===== src/rtl/core/bdfc_pkg.sv =====
`timescale 1ns / 1ps

package bdfc_pkg;

  localparam int CACHE_ENTRIES = 16;
  localparam int IDX_W = (CACHE_ENTRIES > 1) ? $clog2(CACHE_ENTRIES) : 1;

  localparam int ADDR_W   = 48;
  localparam int COUNT_W  = 8;
  localparam int TIME_W   = 48;
  localparam int EXPIRY_W = 32;

  localparam logic [EXPIRY_W-1:0] EXPIRY_RESET = EXPIRY_W'(60000000);

  typedef struct packed {
    logic [ADDR_W-1:0]  address;
    logic [COUNT_W-1:0] count;
    logic [TIME_W-1:0]  stamp;
  } entry_t;

  typedef enum logic {
    S_IDLE,
    S_WALK
  } state_t;

endpackage


===== src/rtl/core/beacon_duplicate_filter_cache.sv =====
// An item that stops on table entry k (0-based) is walked from entry 0 up to entry k, one
// table read per cycle, with busy high for the whole walk; the result is registered after it.
// A new beat is taken in the cycle the previous result is shown, so the block takes no new
// beat while a walk is in progress; the walk runs on the single read port of the entry memory.
// Reset (rst_n low, synchronous) empties the table and loads the expiry register.
// The result strobe lasts one cycle; the receiver cannot stall it.
`timescale 1ns / 1ps

module beacon_duplicate_filter_cache (
  input  logic                               clk,
  input  logic                               rst_n,
  input  logic                               start,
  output logic                               busy,
  input  logic [bdfc_pkg::ADDR_W-1:0]        in_device_address,
  input  logic [bdfc_pkg::COUNT_W-1:0]       in_sequence_count,
  input  logic [bdfc_pkg::TIME_W-1:0]        in_now_us,
  output logic                               out_valid,
  output logic                               out_is_duplicate,
  input  logic                               cfg_we,
  input  logic [bdfc_pkg::EXPIRY_W-1:0]      cfg_wdata
);

  localparam int N = bdfc_pkg::CACHE_ENTRIES;
  localparam int IW = bdfc_pkg::IDX_W;
  localparam logic [IW-1:0] LAST_IDX = IW'(N - 1);

  bdfc_pkg::state_t state_r, state_nxt;

  logic [IW-1:0] idx_r, idx_nxt;
  logic [IW-1:0] oldest_idx_r, oldest_idx_nxt;
  logic [bdfc_pkg::TIME_W-1:0] oldest_time_r, oldest_time_nxt;
  logic [N-1:0] valid_r, valid_nxt;
  logic [bdfc_pkg::EXPIRY_W-1:0] expiry_r;

  logic [bdfc_pkg::ADDR_W-1:0]  addr_r;
  logic [bdfc_pkg::COUNT_W-1:0] count_r;
  logic [bdfc_pkg::TIME_W-1:0]  now_r;

  logic out_valid_r, out_valid_nxt;
  logic out_dup_r, out_dup_nxt;

  // Entry memory: one write and one registered read per cycle.
  bdfc_pkg::entry_t mem [N];
  bdfc_pkg::entry_t rd_data_r;
  bdfc_pkg::entry_t wr_data;
  logic [IW-1:0] rd_idx;
  logic [IW-1:0] wr_idx;
  logic          mem_we;

  logic [bdfc_pkg::TIME_W-1:0] age;
  logic addr_hit, count_hit, expired, older;
  logic accept;

  assign accept = start && (state_r == bdfc_pkg::S_IDLE);
  assign busy = (state_r != bdfc_pkg::S_IDLE);
  assign out_valid = out_valid_r;
  assign out_is_duplicate = out_dup_r;

  assign wr_data = {addr_r, count_r, now_r};

  assign addr_hit  = (rd_data_r.address == addr_r);
  assign count_hit = (rd_data_r.count == count_r);
  assign age       = now_r - rd_data_r.stamp;
  assign expired   = (age >= {{(bdfc_pkg::TIME_W - bdfc_pkg::EXPIRY_W){1'b0}}, expiry_r});
  assign older     = (idx_r == '0) || (rd_data_r.stamp < oldest_time_r);

  always_ff @(posedge clk) begin
    if (mem_we) begin
      mem[wr_idx] <= wr_data;
    end
    rd_data_r <= mem[rd_idx];
  end

  always_ff @(posedge clk) begin
    if (!rst_n) begin
      state_r     <= bdfc_pkg::S_IDLE;
      valid_r     <= '0;
      expiry_r    <= bdfc_pkg::EXPIRY_RESET;
      out_valid_r <= 1'b0;
    end else begin
      state_r     <= state_nxt;
      valid_r     <= valid_nxt;
      out_valid_r <= out_valid_nxt;
      if (cfg_we) begin
        expiry_r <= cfg_wdata;
      end
    end
  end

  always_ff @(posedge clk) begin
    idx_r         <= idx_nxt;
    oldest_idx_r  <= oldest_idx_nxt;
    oldest_time_r <= oldest_time_nxt;
    out_dup_r     <= out_dup_nxt;
    if (accept) begin
      addr_r  <= in_device_address;
      count_r <= in_sequence_count;
      now_r   <= in_now_us;
    end
  end

  always_comb begin
    state_nxt       = state_r;
    idx_nxt         = idx_r;
    oldest_idx_nxt  = oldest_idx_r;
    oldest_time_nxt = oldest_time_r;
    valid_nxt       = valid_r;
    out_valid_nxt   = 1'b0;
    out_dup_nxt     = out_dup_r;
    mem_we          = 1'b0;
    wr_idx          = idx_r;
    rd_idx          = idx_r;

    case (state_r)
      bdfc_pkg::S_IDLE: begin
        rd_idx = '0;
        if (start) begin
          idx_nxt   = '0;
          state_nxt = bdfc_pkg::S_WALK;
        end
      end
      bdfc_pkg::S_WALK: begin
        // rd_data_r holds entry idx_r in this cycle.
        if (!valid_r[idx_r]) begin
          mem_we           = 1'b1;
          valid_nxt[idx_r] = 1'b1;
          out_valid_nxt    = 1'b1;
          out_dup_nxt      = 1'b0;
          state_nxt        = bdfc_pkg::S_IDLE;
        end else if (addr_hit) begin
          // A fresh repeat leaves the entry alone; any other hit rewrites it.
          mem_we        = !(count_hit && !expired);
          out_valid_nxt = 1'b1;
          out_dup_nxt   = count_hit && !expired;
          state_nxt     = bdfc_pkg::S_IDLE;
        end else if (idx_r == LAST_IDX) begin
          mem_we        = 1'b1;
          wr_idx        = older ? idx_r : oldest_idx_r;
          out_valid_nxt = 1'b1;
          out_dup_nxt   = 1'b0;
          state_nxt     = bdfc_pkg::S_IDLE;
        end else begin
          if (older) begin
            oldest_idx_nxt  = idx_r;
            oldest_time_nxt = rd_data_r.stamp;
          end
          idx_nxt = idx_r + 1'b1;
          rd_idx  = idx_r + 1'b1;
        end
      end
      default: begin
        state_nxt = bdfc_pkg::S_IDLE;
      end
    endcase
  end

endmodule


===== config.mk =====
export PLATFORM = sky130hd
export DESIGN_NAME = beacon_duplicate_filter_cache
export DESIGN_NICKNAME = d
export VERILOG_FILES = /design/src/rtl/core/bdfc_pkg.sv /design/src/rtl/core/beacon_duplicate_filter_cache.sv
export SDC_FILE = /design/constraint.sdc
export NUM_CORES = 2
export LEC_CHECK = 0
export ABC_AREA = 0
export BUFFER_PORTS_ARGS = -buffer_cell sky130_fd_sc_hd__buf_2
export CAP_MARGIN = 20
export CELL_PAD_IN_SITES_DETAIL_PLACEMENT = 1
export CELL_PAD_IN_SITES_GLOBAL_PLACEMENT = 2
export CORE_ASPECT_RATIO = 1.4
export CORE_MARGIN = 3
export CORE_UTILIZATION = 46
export DETAILED_ROUTE_END_ITERATION = 8
export PLACE_DENSITY_LB_ADDON = 0.15
export SYNTH_ARGS = -nofsm -noshare
export SYNTH_HDL_FRONTEND = slang
export SYNTH_SLANG_ARGS = --single-unit

===== constraint.sdc =====
create_clock -name clk -period 17.1 [get_ports clk]
set_input_delay 0.855 -clock clk [delete_from_list [all_inputs] [get_ports clk]]
set_output_delay 0.855 -clock clk [all_outputs]
set_load 0.1 [all_outputs]

==> summary.md <==
| Metric | Value |
|---|---|
| Ys flop type | `edfxtp_1` |
| IO Count | `143` |
| Total track usage | `24.5%` |
| Commonest cells post-synth | `edfxtp_1 (1825), a21oi_1 (718), nand2_1 (597)` |
| Clock buffer depth | `3` |
| Total power | `10.5 mW` |
| Crit path kind | `reg -> reg` |
| IO buf count | `142` |
| Critical Path RT | `between 15 and 20 ns` |
| Mapped Area | `between 70000 and 80000 sq um` |
| Fin nets | `5740` |
| LEAKAGE | `a little over 30 nW` |
| Area Overhead vs Synth | `11.3%` |
| CP Max Fanout | `104` |
| Max Cap Viol | `0` |
| Final hold violations | `0` |
| Skew final | `between 0.03 and 0.04 ns` |
| Min Tclk post-route | `7.35 ns` |
| Critical path depth | `25` |
| Dpl hpwl | `between 100 and 150 mm` |
| Share of cells above drive strength 1 | `around 11%` |
| H-tree lvl count | `4` |
| Largest vdd supply drop | `0.000106 V` |
| Fin Setup TNS | `0 ns` |
| Total CTS buffers | `between 150 and 200` |
| Initial drt markers | `around 3500` |
| Combinational share of power | `under 10%` |
| First drt pass iteration count | `5` |
| Die Footprint | `~180000 sq um` |
| Die Wd | `358 um` |
| Worst setup path start | `now_r[0]$_DFFE_PP_` |
| CTS Hold Bufs | `0` |
| FP Rows | `180` |
| Int Pwr | `roughly 8.0 mW` |
| Syn Inst Count | `~5400` |
| Max Clk Rate | `around 140 MHz` |
| Ranking of synthesized cells by area | `edfxtp_1 (69%), a21oi_1 (4.5%), dfxtp_1 (3.9%)` |
| Sequential share of power | `a little over half` |
| First-pass GRT wire length | `~320 mm` |
| Sink Count | `1979` |
| ANT nets after route | `0` |
| TritonCTS clock tree | `done` |
| Grt total ovfl | `0` |
| FF+latch count, synth | `approximately 2000` |
| Worst Setup EP | `mem[13][53]$_DFFE_PP_` |
| Slew @ Worst Pin | `between 1 and 1.5 ns` |
| Core Box Area | `about 170000 sq um` |
| Warning count from the yosys run | `0` |
| Vias in the first global route | `49000` |
| Post-synth EDFFs | `about 1800` |
| Slew HR | `30.4%` |
| Crit start category | `register` |
| WL/cell | `around 28 um` |
| Die Y-Extent | `~500 um` |
| Slew Limit Fails | `0` |
| Dpl ws | `between 9 and 10 ns` |
| R2r setup slk | `9.75 ns` |
| WP buf/inv | `4` |
| Yosys cell types | `73` |
| Most frequent cell after synthesis | `edfxtp_1` |
| Register area share after synthesis | `between 70 and 80%` |
| Final setup viols | `0` |
| Cell mode on critical path | `a21oi_1` |
| FF-to-FF path depth | `25` |
| Synth area leader | `edfxtp_1` |
| Placer Congestion | `between 0.8 and 0.9` |
| Run status | `finished, final reports clean` |
| Initial antenna violation count | `3` |
| Largest net degree at the start of global routing | `193` |
| Final period utilization | `43.0%` |
| Syn Area/Cell | `between 10 and 15 sq um` |
| Post-CTS setup buffer count | `0` |
| Final worst slack | `~9.7 ns` |
| Asr flop ratio synth | `0%` |
| Clk_lat worst skew | `roughly 0.84 ns` |
| Post-DP Area | `82700 sq um` |
| Slowest cell on crit path | `edfxtp_1` |
| CP max stage delay | `about 0.63 ns` |
| CP delay by family, top | `simple AND/OR/NAND/NOR gates` |
| R2R Path Start | `now_r[0]$_DFFE_PP_` |
| Hold Crit Class | `in -> reg` |
| Routed wire length | `219 mm` |
| Initial Util | `a little under half` |
| Vias/cell | `about 5.9` |
| CTS clock-pin slew for the worst setup and hold paths | `roughly 0.070 ns` |
| CP Capture Type | `register` |
| Crit path DAT | `approximately 7.8 ns` |
| Power per cell area | `roughly 120 nW/um^2` |
| Sw frac | `about a quarter` |
| DRC | `0` |
| Net count after synthesis | `roughly 5700` |
| Share of the synthesized area in the top cell type | `a little under 70%` |
| Sw power | `~2.5 mW` |
| Clk root buf | `clkbuf_16` |
| Vias post-DR | `about 47000` |
| Clock power share | `39.1%` |
| PostCTS Resize Cnt | `0` |
| Post-route cell area | `88700 sq um` |
| Reg-to-Reg End | `mem[13][53]$_DFFE_PP_` |
| RSZ-0062 raised after global routing | `false` |
==> kinds of logic (layout without fill, tap and decap cells) <==
family / count (synthesis) / count (layout) / synth area share [%]
muxes: 340 / 340 / 4.50
buffers and inverters: 466 / 709 / 2.57
other: 0 / 1 / 0
xor gates and xnor gates: 96 / 96 / 1.06
and+or+nand+nor: 851 / 851 / 4.61
adders and majority gates: 131 / 131 / 2.07
DFF: 1979 / 1979 / 72.6
AOI/OAI and AO/OA: 1531 / 1531 / 12.6
==> sequential cells by signal, indices dropped and copies added (netlist names) <==
register,count
expiry_r,32
addr_r,48
idx_r,4
rd_data_r,104
oldest_idx_r,4
busy,1
out_valid,1
oldest_time_r,48
mem,1664
count_r,8
out_is_duplicate,1
valid_r,16
now_r,48
==> worst min path at each step <==
stage | from | to | cells after the start
floorplan | rd_data_r[0]$_DFF_P_ | oldest_time_r[0]$_DFFE_PP_ | 0
global placement | rd_data_r[44]$_DFF_P_ | oldest_time_r[44]$_DFFE_PP_ | 0
detailed placement | valid_r[8]$_SDFFE_PN0P_ | valid_r[8]$_SDFFE_PN0P_ | 1
CTS | in_device_address[26] | addr_r[26]$_DFFE_PP_ | 1
global route | in_now_us[39] | now_r[39]$_DFFE_PP_ | 1
finish | in_device_address[26] | addr_r[26]$_DFFE_PP_ | 1
==> cell usage in the layout (no fill, tap or decap), drive strengths merged, types with 5 or more instances in the layout <==
master and count:
bufinv 9, and3 15, nand2 598, o21a 22, a311o 104, mux2i 231, or4 5, a21oi 719
o31ai 8, nor2 59, xnor2 31, dfxtp 154, nand3 11, o211ai 16, a211oi 113, xor2 65
nand2b 12, mux2 105, a21o 347, nor2b 35, nor3 29, clkinv 82, clkbuf 258, inv 147
o21ai 51, ha 130, o32ai 104, edfxtp 1825, and2 9, a31oi 10, nor4 21, nand4 45
buf 210
==> power by group through the flow <==
stage	Combinational [mW]	Sequential (mW)	Clock, mW
after floorplan	0.581	5.59	0
after global placement	0.872	5.62	0
after detailed placement	0.885	5.63	0
after CTS	0.890	5.53	4.19
after global routing	0.967	5.54	4.38
final	0.877	5.53	4.11
==> metrics by stage <==
step | hold slack (ns) | util [%] | std cells
2_1_floorplan | 0.426 | - | 5394
3_3_place_gp | 0.443 | 48.0 | 7550
3_5_place_dp | 0.452 | 48.0 | 7553
4_1_cts | 0.116 | 51.6 | 7912
5_1_grt | 0.132 | 51.6 | 7913
6_report | 0.195 | 51.6 | 7913
==> area by class of cell <==
class	instances	area, sq um
antenna	1	2.50
sequential	1979	57900
clock buffer	258	5230
inverter	140	541
tap	2275	2850
clock inverter	101	802
timing repair buffer	210	1480
multi-input combinational	2949	19900
fill	16600	83400
==> metal layers <==
metal	track usage [%]	share of wire, %	vias up
met4	6.21	2.3	0
li1	-	-	20800
met1	33.3	44	24700
met2	41.7	50	1143
met3	2.89	4.2	298
met5	0	0	-
Note: power is estimated with default switching activity, not from simulation.
